===== src/sv/tnes_pkg.sv =====
package tnes_pkg;

  localparam int unsigned NoteMax = 127;
  localparam int unsigned SwingNone = 50;

  typedef enum logic [1:0] {
    MODE_SCHED = 2'd0,
    MODE_TICK  = 2'd1,
    MODE_CLEAR = 2'd2,
    MODE_CUT   = 2'd3
  } mode_e;

  typedef enum logic {
    KIND_ON  = 1'b0,
    KIND_OFF = 1'b1
  } kind_e;

  localparam logic CfgMask  = 1'b0;
  localparam logic CfgSwing = 1'b1;

  typedef struct packed {
    logic        active;
    logic        on_sent;
    logic        off_done;
    logic [6:0]  note;
    logic [3:0]  channel;
    logic [6:0]  velocity;
    logic [3:0]  track;
    logic [31:0] on_time;
    logic [31:0] off_time;
    logic [6:0]  played_note;
  } slot_t;

endpackage


===== src/sv/tnes_cell.sv =====
module tnes_cell import tnes_pkg::*; (
  input  logic  clk_i,
  input  logic  rst_ni,
  input  logic  shift_i,
  input  logic  load_i,
  input  slot_t load_slot_i,
  input  slot_t prev_i,
  output slot_t slot_o
);

  slot_t slot_q;
  logic  act_q, ons_q, offs_q;

  always_ff @(posedge clk_i or negedge rst_ni) begin
    if (!rst_ni) begin
      act_q  <= 1'b0;
      ons_q  <= 1'b0;
      offs_q <= 1'b0;
    end else if (load_i) begin
      act_q  <= load_slot_i.active;
      ons_q  <= load_slot_i.on_sent;
      offs_q <= load_slot_i.off_done;
    end else if (shift_i) begin
      act_q  <= prev_i.active;
      ons_q  <= prev_i.on_sent;
      offs_q <= prev_i.off_done;
    end
  end

  always_ff @(posedge clk_i) begin
    if (load_i) slot_q <= load_slot_i;
    else if (shift_i) slot_q <= prev_i;
  end

  always_comb begin
    slot_o          = slot_q;
    slot_o.active   = act_q;
    slot_o.on_sent  = ons_q;
    slot_o.off_done = offs_q;
  end

endmodule


===== config.mk =====
export PLATFORM = sky130hd
export DESIGN_NAME = tnes_cell
export DESIGN_NICKNAME = d
export VERILOG_FILES = /design/src/sv/tnes_pkg.sv /design/src/sv/tnes_cell.sv
export SDC_FILE = /design/constraint.sdc
export NUM_CORES = 1
export LEC_CHECK = 0
export ABC_AREA = 1
export BUFFER_PORTS_ARGS = -buffer_cell sky130_fd_sc_hd__buf_2
export CAP_MARGIN = 20
export CORE_AREA = 3 3 111 113
export CTS_CLUSTER_SIZE = 25
export DETAILED_ROUTE_END_ITERATION = 8
export DIE_AREA = 0 0 114 116
export PLACE_DENSITY = 0.81
export SLEW_MARGIN = 40
export SYNTH_ARGS = -nofsm -noshare
export SYNTH_HDL_FRONTEND = slang
export SYNTH_SLANG_ARGS = --single-unit

===== constraint.sdc =====
create_clock -name clk_i -period 0.8 [get_ports clk_i]
set_clock_uncertainty 0.1 [all_clocks]
set_input_delay 0.08 -clock clk_i [delete_from_list [all_inputs] [get_ports clk_i]]
set_output_delay 0.08 -clock clk_i [all_outputs]
set_load 0.02 [all_outputs]

Word level (Yosys, flattened, before mapping)
Cells that the tools add are included.
Cells by class
  multiplexer cells: 8
  reduce and logical (&&, ||, !) cells: 1
Operators by type and width (count)
  2-to-1 mux 93 bit: 2
  2-to-1 mux 1 bit: 6
  nonzero test 2 bit: 1
Storage, ports and cells
  register bits after elaboration: 96
  logic and storage cells: 19
  input port bits: 196

Longest topological paths before layout
Gate-level depths: netlist of the first run.
  word-level depth: 2
  gate-level depth with buffers: 6
  depth with buffers taken out: 3

Worst setup path before layout of the first run
OpenSTA, ideal clock, no wires.
  path type: input to register
  start: input load_i
  end: register slot_q (netlist bit slot_o[0]), enable pin
  path slack: -1971 ps
  cell stages on the path: 4
  arrival time: 2225 ps
  library setup time: 447 ps
  path buffers: 2
  cell sequence: buf_4 > buf_4 > nor2_2 > inv_1
Between the ends
  word-level cells in the longest chain between the ends: 1
Ends and longest elaborated chain
  start: declaration: line tnes_cell.sv:5  | input logic load_i,
  nonzero test 2 bit (no line)
  end signal: assignment: line tnes_cell.sv:31  | if (load_i) slot_q <= load_slot_i;
  end signal: assignment: line tnes_cell.sv:32  | else if (shift_i) slot_q <= prev_i;
  end: declaration: line tnes_cell.sv:11  | slot_t slot_q;
Every way passes these cells.
A chain may end at the register's enable or synchronous reset.

Worst setup path in the final report of the first run
  start: register slot_q (netlist bit slot_o[24])
  end: output slot_o[24] (netlist bit)
RTL lines
  end: declaration: line tnes_cell.sv:8  | output slot_t slot_o
No word-level cell between the ends.

==> reports/results.md, run 1 <==
| Parameter | Value | Unit |
|---|---|---|
| Synthesized net count | 610 | - |
| Pin count of the biggest net entering global routing | 48 | - |
| Internal power consumption | 10.1 | mW |
| Period Utilization, post-route | 1.36 | - |
| Part of the Yosys area used for sequential elements | 0.693 | - |
| Number of H-tree branching levels | 3 | - |
| Via total after detailed routing | 3868 | - |
| Final layout net count | 923 | - |
| Critical path required time | 0.62 | ns |
| Number of global-route vias before repair | 3597 | - |
| RSZ-0062 raised after global routing | yes | - |
| Starting density of the core | 0.363 | - |
| Worst hold start | prev_i[44] | - |
| Number of I/O pins | 292 | - |
| Critical path capture point type | output pin | - |
| GP Congestion | 0.770 | - |
| CTS tree | built | - |
| Clock latency reported for the late side of the worst-skew pair | 0.32 | ns |
| Total inserted antenna cells | 0 | - |
| Cell at the root of the clock tree | clkbuf_16 | - |
| Endpoints failing hold | 93 | - |
| Depth of the worst register-to-register path | 3 | - |
| CP max FO | 1 | - |
| Final hold slack | -0.0903 | ns |
| Max-cap viol count | 0 | - |
| Wire length of the first global-routing pass | 17600 | um |
| Endpoint of the most critical register-to-register path | offs_q | - |
| Total power | 13.7 | mW |
| Portion of total power attributed to combinational logic | 0.233 | - |
| GRT Total Usage | 0.174 | - |
| Net switching fraction of the power | 0.263 | - |
| Die Area | 13200 | um^2 |
| Final ANT Viol Nets | 0 | - |
| Maximum clock path buffer count | 2 | - |
| Ratio of cells with drive above 1 in the final layout | 0.469 | - |
| Path class of the lowest-slack min-delay path | in -> reg | - |
| #FFs+latches synth | 96 | - |
| Violated checks | hold timing, setup timing | - |
| Initial drt markers | 168 | - |
| Psw | 3.61 | mW |
| Number of pins exceeding their max-slew limit in the final report | 0 | - |
| Clock slew seen by the registers of the worst setup and hold paths | 0.07 | ns |
| Die Span Y | 116 | um |
| Minimum clock period | 1.09 | ns |
| Startpoint type of the worst setup path | flip-flop | - |
| Final routed DRC violation total | 0 | - |
| End point of the worst hold path | slot_o[44] | - |
| Maximum single-stage delay on the critical path | 0.42 | ns |
| Chip Width | 114 | um |
| Fraction of power consumed by sequential logic | 0.466 | - |
| Placeable core area | 11400 | um^2 |
| List of cells traversed by the critical path | buf_6 | - |
| Site row count | 39 | - |
| Status | finished, violations left | - |
| PD cells | 1990 | nW/um^2 |
| Largest delay contributor family on the critical path | flip-flops | - |
| Mean Syn Cell Area | 10.0 | um^2 |
| Highest attainable clock frequency | 921 | MHz |
| Port Buf Inserts | 291 | - |
| Sum of overflow across all layers after global routing | 0 | - |
| Number of search-and-repair iterations in the first detailed-routing pass | 4 | - |
| Setup-failing EPs final | 98 | - |
| Peak VDD IR | 0.00134 | V |
| Leakage | 3.54 | nW |
| Wire length per cell after detailed routing | 14.9 | um |
| CP Data Arrival Time | 0.91 | ns |
| Number of instances in the synthesized netlist | 414 | - |
| Clock sink count | 96 | - |
| Total of warnings raised by yosys | 0 | - |
| Flop-to-flop setup slack | -0.06 | ns |
| Worst path bufs/invs | 1 | - |
| Post-detail-place hpwl | 9440 | um |
| Slew at the pin closest to its max-slew limit | 0.308 | ns |
| Total Wirelength | 13000 | um |
| Post-Synthesis Cell Area | 4140 | um^2 |
| Via density per instance | 4.42 | - |
| Power share of the clock group | 0.301 | - |
| Antenna violations before repair | 1 | - |
| Fillers | 938 | - |
| Area Overhead vs Synth | 66.2 | % |
| Category of the critical setup timing path | reg -> out | - |
| RR Startpoint | offs_q | - |
| Hold Path Depth | 3 | - |
| Hold-fix buffer count after cts | 7 | - |
| CTS buffer count | 9 | - |
| Cell at the slowest stage of the critical path | edfxtp_1 | - |
| Max_slew headroom | 0.795 | - |
| Distinct cell type count of the synthesized netlist | 10 | - |
| Minimum setup slack in the final design | -0.286 | ns |
-- cell families after synthesis --
| group | Yosys count | share of synthesized area |
|---|---|---|
| buffers and inverters | 26 | 0.0402 |
| DFF | 96 | 0.693 |
| and+or+nand+nor | 292 | 0.267 |
-- through the flow --
| stage | utilization | cell area, um^2 | setup slack [ns] | setup TNS [ns] | std cells |
|---|---|---|---|---|---|
| 3_5_place_dp | 0.509 | 5810 | -0.343 | -56.59 | 840 |
| 6_report | 0.603 | 6880 | -0.286 | -22.62 | 875 |
| 5_1_grt | 0.603 | 6880 | -0.307 | -26.50 | 875 |
| 4_1_cts | 0.564 | 6440 | -0.295 | -24.23 | 863 |
| 3_3_place_gp | 0.509 | 5810 | -0.319 | -53.57 | 840 |
| 2_1_floorplan | - | 4190 | -1.50 | -144.18 | 414 |
-- power groups by stage --
stage / clock [mW] / sequential, mW / combinational [mW]
finish: 4.13 / 6.39 / 3.19
global route: 4.49 / 6.44 / 3.42
CTS: 4.24 / 6.35 / 2.86
detailed placement: 0 / 6.39 / 2.55
global placement: 0 / 6.36 / 2.53
floorplan: 0 / 7.13 / 0.619
-- cells in the mapped netlist --
library cell	n	area (um^2)
nand3_1	6	30.0
edfxtp_1	93	2790
buf_2	11	55.1
buf_6	1	11.3
inv_1	1	3.75
nand2_1	285	1070
buf_4	12	90.1
inv_4	1	6.26
dfrtp_1	3	75.1
nor2_2	1	6.26
-- registers in the layout, summed over array words and instances, names as in the netlist --
signal / flops
ons_q: 1
act_q: 1
offs_q: 1
slot_o: 93
-- worst register-to-register path, stage by stage (launching register included) --
cell     delay (ns)
dfrtp_1        0.39
buf_4          0.14
nand2_2        0.06
nand3_2        0.05
-- per-layer routing --
layer / GRT usage / share of wire
met2: 0.299 / 0.50
met3: 0.0726 / 0.11
met5: 0 / 0.0010
met1: 0.202 / 0.39
met4: 0.0435 / 0.0088
-- worst max-delay path by stage --
stage,startpoint,to,slack (ns),depth (start not counted)
detailed placement,load_i,slot_o[10],-0.34,4
global route,slot_o[24],slot_o[24],-0.31,1
floorplan,load_i,slot_o[0],-1.50,4
global placement,load_i,slot_o[13],-0.32,4
CTS,slot_o[24],slot_o[24],-0.29,1
finish,slot_o[24],slot_o[24],-0.29,1
-- what timing repair did --
item | in CTS | in global routing
gates resized for setup | 86 | 81
setup endpoints to repair | 96 | 177
pin swaps | 0 | 2
hold endpoints to repair | 99 | 96
setup buffers | 0 | 5
gates cloned | 0 | 7
-- layout make-up --
cell class                      instances  area [um^2]  share of cell area
Clock buffer                            9          225              0.0327
Multi-Input combinational cell        292         1140               0.165
Tap cell                              143          179              0.0260
Clock inverter                          7         62.6             0.00909
Timing Repair Buffer                  326         2390               0.348
Inverter                                2         13.8             0.00200
Sequential cell                        96         2870               0.417
-- placed cells by master (no fill, tap or decap), drive strengths merged --
master	netlist	layout
inv	2	1
dlygate4sd3	0	7
clkinvlp	0	3
nor2	1	1
clkbuf	0	13
dfrtp	3	3
edfxtp	93	93
bufinv	0	1
nand3	6	6
nand2	285	285
buf	24	315
clkinv	0	4
No activity file was read; power rests on OpenSTA's default activity.
==> run 2, diff against run 1 <==
==> constraint.sdc (replaced) <==
create_clock -name clk_i -period 0.8 [get_ports clk_i]
set_clock_uncertainty 0.1 [all_clocks]
set_input_delay 0.2 -clock clk_i [delete_from_list [all_inputs] [get_ports clk_i]]
set_output_delay 0.2 -clock clk_i [all_outputs]
set_load 0.02 [all_outputs]
==> run 2 against run 1 <==
Compared with the run above:
- fmax down 9.9%
- clock-buffer cell count up 2
- critical path type unchanged
- cell area up 12%
- sequential share of layout area down 4.3 points
- the run ends with setup timing left
- global-route usage up 1.4 points
- highest routed layer is now met4
- die area unchanged
- critical path depth unchanged
- register-to-register slack better by 0.09 ns
- largest cell class is now buffers
- power up 6.6%
==> reports/results.md, run 2 (synthesis gave the netlist of run 1 again) <==
| Parameter | Value | Unit |
|---|---|---|
| Status | finished, violations left | - |
| Violated checks | setup timing | - |
| GRT Total Usage | 0.187 | - |
| Die Span Y | 116 | um |
| Antenna violations before repair | 0 | - |
| Wire length of the first global-routing pass | 18900 | um |
| PD cells | 1900 | nW/um^2 |
| Total inserted antenna cells | 0 | - |
| Startpoint type of the worst setup path | flip-flop | - |
| Period Utilization, post-route | 1.51 | - |
| Starting density of the core | 0.363 | - |
| Site row count | 39 | - |
| Flip-flop count of the largest register, all copies and words added | 93 | - |
| Fillers | 832 | - |
| Max_slew headroom | 0.895 | - |
| CP Data Arrival Time | 0.90 | ns |
| Final ANT Viol Nets | 0 | - |
| Largest delay contributor family on the critical path | flip-flops | - |
| Endpoints failing hold | 0 | - |
| Via total after detailed routing | 4167 | - |
| Maximum clock path buffer count | 2 | - |
| CTS buffer count | 9 | - |
| Minimum setup slack in the final design | -0.405 | ns |
| Clock latency reported for the late side of the worst-skew pair | 0.33 | ns |
| Sum of overflow across all layers after global routing | 0 | - |
| Maximum single-stage delay on the critical path | 0.41 | ns |
| Minimum clock period | 1.20 | ns |
| Chip Width | 114 | um |
| Clock slew seen by the registers of the worst setup and hold paths | 0.07 | ns |
| Total Wirelength | 16000 | um |
| Leakage | 3.91 | nW |
| CP max FO | 1 | - |
| Number of pins exceeding their max-slew limit in the final report | 0 | - |
| Final layout net count | 937 | - |
| Ratio of cells with drive above 1 in the final layout | 0.532 | - |
| Post-detail-place hpwl | 8950 | um |
| Placeable core area | 11400 | um^2 |
| Highest attainable clock frequency | 830 | MHz |
| GP Congestion | 0.752 | - |
| Final routed DRC violation total | 0 | - |
| Slew at the pin closest to its max-slew limit | 0.158 | ns |
| Initial drt markers | 227 | - |
| List of cells traversed by the critical path | buf_6 | - |
| Total negative slack | -55.24 | ns |
| Port Buf Inserts | 291 | - |
| CTS tree | built | - |
| Final core utilization | 0.673 | - |
| RSZ-0062 raised after global routing | yes | - |
| Most used cells in the layout excluding fill and tap cells | nand2_1, buf_2, edfxtp_1 | - |
| Flop-to-flop setup slack | 0.03 | ns |
| Number of global-route vias before repair | 3745 | - |
| Area Overhead vs Synth | 85.5 | % |
| Number of search-and-repair iterations in the first detailed-routing pass | 5 | - |
| Most frequent standard cell in the layout excluding fill and tap cells | nand2_1 | - |
| Clock sink count | 96 | - |
| Path class of the lowest-slack min-delay path | in -> reg | - |
| Category of the critical setup timing path | reg -> out | - |
| Number of I/O pins | 292 | - |
| Peak VDD IR | 0.00122 | V |
| Critical path capture point type | output pin | - |
| Max-cap viol count | 0 | - |
| Setup-failing EPs final | 281 | - |
| Via density per instance | 4.69 | - |
| Cell at the root of the clock tree | clkbuf_16 | - |
| Worst path bufs/invs | 1 | - |
| Die Area | 13200 | um^2 |
| Critical path required time | 0.50 | ns |
| Pin count of the biggest net entering global routing | 51 | - |
| Number of H-tree branching levels | 3 | - |
| Wire length per cell after detailed routing | 18.0 | um |
| Cell at the slowest stage of the critical path | edfxtp_1 | - |
[run 2: cell type report]
class                      count  area (um^2)  share of cell area
clock buffer                  11          233              0.0303
timing repair inverter         1         20.0             0.00261
clock inverter                 4         70.1             0.00912
sequential                    96         2870               0.373
inverter                       2         37.5             0.00489
tap                          143          179              0.0233
timing repair buffer         339         3000               0.390
multi-input combinational    292         1280               0.166
[run 2: final timing paths]
kind,startpoint,to,cells after the start
worst max-delay path,slot_o[24],slot_o[24],1
worst min-delay path,load_slot_i[93],offs_q,3
worst max register to register,offs_q,offs_q,2
worst min register to register,ons_q,ons_q,2
max in group asynchronous,rst_ni,ons_q,2
min in group asynchronous,rst_ni,act_q,2
[run 2: where the power goes]
part / leakage, nW / internal (mW) / switching (mW)
Combinational: 2.77 / 1.89 / 1.86
Clock: 0.149 / 2.72 / 1.75
Sequential: 0.994 / 6.16 / 0.242
[run 2: timing repair]
item                                    in CTS  in global routing
endpoints found under the hold margin        3                  0
cloned                                      13                 17
gates resized for setup                    106                149
endpoints found under the setup margin     239                234
pin swaps                                    1                  5
hold buffers                                 1                  0
setup buffers                               13                  2
[run 2: layer usage]
layer  vias to the layer above  track usage  part of all wire
met5                         -            0                 0
met4                         0       0.0776             0.027
met3                        28       0.0522             0.093
met2                       255        0.332              0.52
met1                      1899        0.213              0.36
li1                       1985            -                 -
[run 2: per-stage QoR]
step	setup slack (ns)	std cells	hold WS (ns)	total power, mW	area, um^2
final	-0.405	888	0.00886	14.6	7680
after global routing	-0.425	888	0.0138	15.2	7680
after CTS	-0.439	874	0.00399	14.0	6920
after detailed placement	-0.459	832	-0.101	8.90	5750
after global placement	-0.417	832	-0.106	8.85	5750
after floorplan	-1.62	414	-0.196	7.77	4220
[run 2: worst reg2reg max path, stage by stage (launching register included)]
cell and delay [ns]:
dfrtp_1 0.40, nand2_1 0.08, nand3_1 0.07
==> run 3, diff against run 2 <==
- ABC_AREA: 1 -> 0
- CELL_PAD_IN_SITES_DETAIL_PLACEMENT: unset -> 1
- CELL_PAD_IN_SITES_GLOBAL_PLACEMENT: unset -> 1
- CORE_AREA: 3 3 111 113 -> 3 3 122 124
- DIE_AREA: 0 0 114 116 -> 0 0 125 127
- PLACE_DENSITY: 0.81 -> 0.89
==> run 3 against run 2 <==
Compared with the run above:
- the run ends with hold timing, setup timing left
- fmax is 3.8% lower
- clock power is 4% lower
- power is 0.21% lower
- critical endpoint is now slot_o[16]
- largest cell class unchanged
==> reports/results.md, run 3 <==
| Parameter | Value | Unit |
|---|---|---|
| GP Congestion | 0.908 | - |
| Cell at the slowest stage of the critical path | edfxtp_1 | - |
| Total power | 14.6 | mW |
| Most frequent standard cell in the layout excluding fill and tap cells | buf_2 | - |
| Maximum single-stage delay on the critical path | 0.45 | ns |
| List of cells traversed by the critical path | buf_6 | - |
| CTS tree | built | - |
| Final routed DRC violation total | 0 | - |
| Via total after detailed routing | 3322 | - |
| Sum of overflow across all layers after global routing | 0 | - |
| Peak VDD IR | 0.00116 | V |
| Post-synth EDFFs | 93 | - |
| Clock sink count | 96 | - |
| Cell accounting for the most synthesized area | edfxtp_1 | - |
| Area Overhead vs Synth | 71.0 | % |
| Number of pins exceeding their max-slew limit in the final report | 0 | - |
| Site row count | 43 | - |
| Die Span Y | 127 | um |
| Part of the Yosys area used for sequential elements | 0.630 | - |
| Number of H-tree branching levels | 3 | - |
| Via density per instance | 4.51 | - |
| Antenna violations before repair | 0 | - |
| Cell at the root of the clock tree | clkbuf_16 | - |
| Post-synth top area share | 0.614 | - |
| Slew at the pin closest to its max-slew limit | 0.136 | ns |
| Synthesized net count | 409 | - |
| Minimum setup slack in the final design | -0.452 | ns |
| CP Data Arrival Time | 0.95 | ns |
| Leading register cell type out of synthesis | edfxtp_1 | - |
| Placeable core area | 13900 | um^2 |
| Final layout net count | 747 | - |
| Standard cell area after detailed placement | 6180 | um^2 |
| Fillers | 1376 | - |
| Area taken by flip-flops and latches | 2870 | um^2 |
| Critical path required time | 0.50 | ns |
| Post-Synthesis Cell Area | 4550 | um^2 |
| Initial drt markers | 115 | - |
| Flip-flop count of the largest register, all copies and words added | 93 | - |
| Ratio of cells with drive above 1 in the final layout | 0.808 | - |
| Ranking of synthesized cells by instance count | edfxtp_1, mux2_4, buf_12 | - |
| Mean Syn Cell Area | 21.4 | um^2 |
| Minimum clock period | 1.25 | ns |
| RSZ-0062 raised after global routing | yes | - |
| Number of I/O pins | 292 | - |
| Setup-failing EPs final | 217 | - |
| Category of the critical setup timing path | reg -> out | - |
| Number of search-and-repair iterations in the first detailed-routing pass | 7 | - |
| Number of instances in the synthesized netlist | 213 | - |
| Number of global-route vias before repair | 3842 | - |
| FFs w/ async S/R, synth | 0.0313 | - |
| Final hold slack | -0.00773 | ns |
| Maximum clock path buffer count | 2 | - |
| Leading cell types by total area after synthesis | edfxtp_1, mux2_4, buf_12, dfrtp_1, mux2i_1 | - |
| Startpoint type of the worst setup path | flip-flop | - |
| GRT Total Usage | 0.197 | - |
| Port Buf Inserts | 291 | - |
| CTS buffer count | 9 | - |
| Total inserted antenna cells | 0 | - |
| Most used cells in the layout excluding fill and tap cells | buf_2, mux2_4, edfxtp_1 | - |
| Violated checks | hold timing, setup timing | - |
| Total of warnings raised by yosys | 0 | - |
| Endpoints failing hold | 2 | - |
| Status | finished, violations left | - |
| Final ANT Viol Nets | 0 | - |
| Starting density of the core | 0.328 | - |
| Clock latency reported for the late side of the worst-skew pair | 0.33 | ns |
| Largest delay contributor family on the critical path | flip-flops | - |
| Max_slew headroom | 0.907 | - |
| Pin count of the biggest net entering global routing | 16 | - |
| Distinct cell type count of the synthesized netlist | 10 | - |
| Wire length of the first global-routing pass | 23300 | um |
| Critical path capture point type | output pin | - |
| Period Utilization, post-route | 1.57 | - |
| Max-cap viol count | 0 | - |
| Highest attainable clock frequency | 799 | MHz |
| Leakage | 3.71 | nW |
| CP max FO | 1 | - |
| Die Area | 15900 | um^2 |
| Total Wirelength | 16300 | um |
| Chip Width | 125 | um |
| PD cells | 1870 | nW/um^2 |
| Area of all placed cells without fillers | 7780 | um^2 |
| Wire length per cell after detailed routing | 22.2 | um |
| Post-detail-place hpwl | 10800 | um |
| Multi-input logic area | 1470 | um^2 |
| Worst path bufs/invs | 1 | - |
| Path class of the lowest-slack min-delay path | in -> reg | - |
| #FFs+latches synth | 96 | - |
| Clock slew seen by the registers of the worst setup and hold paths | 0.07 | ns |
-- run 3: layout make-up --
type,count,area share
Clock buffer,10,0.0294
Timing Repair Buffer,340,0.377
Multi-Input combinational cell,104,0.189
Tap cell,180,0.0289
Sequential cell,96,0.368
Clock inverter,6,0.00771
-- run 3: through the flow --
stage	instances	hold WS (ns)	setup TNS, ns	worst slack (ns)	util
6_report	736	-0.00773	-47.74	-0.452	0.561
5_1_grt	736	0.00268	-50.46	-0.469	0.561
4_1_cts	735	-0.0284	-49.52	-0.431	0.549
3_5_place_dp	685	-0.0992	-91.31	-0.530	0.445
3_3_place_gp	685	-0.103	-86.33	-0.498	0.445
2_1_floorplan	213	-0.196	-115.86	-0.910	-
-- run 3: worst reg2reg max path, cell delays in order, from the launching register on --
cell     delay [ns]
dfrtp_1        0.40
buf_4          0.14
mux2i_1        0.12
o21ai_1        0.08
-- run 3: kinds of logic (layout without fill, tap and decap cells) --
| family | count (synthesis) | count (layout) | synth area share |
|---|---|---|---|
| AOI/OAI and AO/OA | 3 | 3 | 0.00330 |
| DFF | 96 | 96 | 0.630 |
| muxes | 96 | 96 | 0.313 |
| buffers and inverters | 14 | 356 | 0.0495 |
| and+or+nand+nor | 4 | 5 | 0.00385 |
-- run 3: worst paths after layout --
kind	from	to	slack, ns	cells past startpoint
setup / recovery	slot_o[16]	slot_o[16]	-0.45	1
hold / removal	load_slot_i[93]	offs_q	-0.008	3
hold reg to reg	ons_q	ons_q	0.51	2
setup reg to reg	act_q	act_q	-0.15	3
max in group asynchronous	rst_ni	ons_q	0.40	2
min in group asynchronous	rst_ni	offs_q	0.09	2
-- run 3: repair_timing --
item / CTS / global route
endpoints found under the hold margin: 6 / 0
pin swaps: 1 / 1
setup buffers: 12 / 5
gates cloned: 21 / 1
setup endpoints to repair: 280 / 234
hold buffers: 1 / 0
resized for setup: 150 / 71
-- run 3: routing by layer --
layer / vias to the layer above / part of all wire / global-route usage
met3: 15 / 0.055 / 0.0401
met2: 163 / 0.58 / 0.391
li1: 1517 / - / -
met5: - / 0 / 0
met1: 1627 / 0.35 / 0.208
met4: 0 / 0.013 / 0.0587
-- run 3: report_power, final --
part | internal (mW) | total (mW) | switching [mW]
clock | 2.41 | 4.28 | 1.87
combinational | 2.23 | 3.87 | 1.64
sequential | 6.16 | 6.44 | 0.275
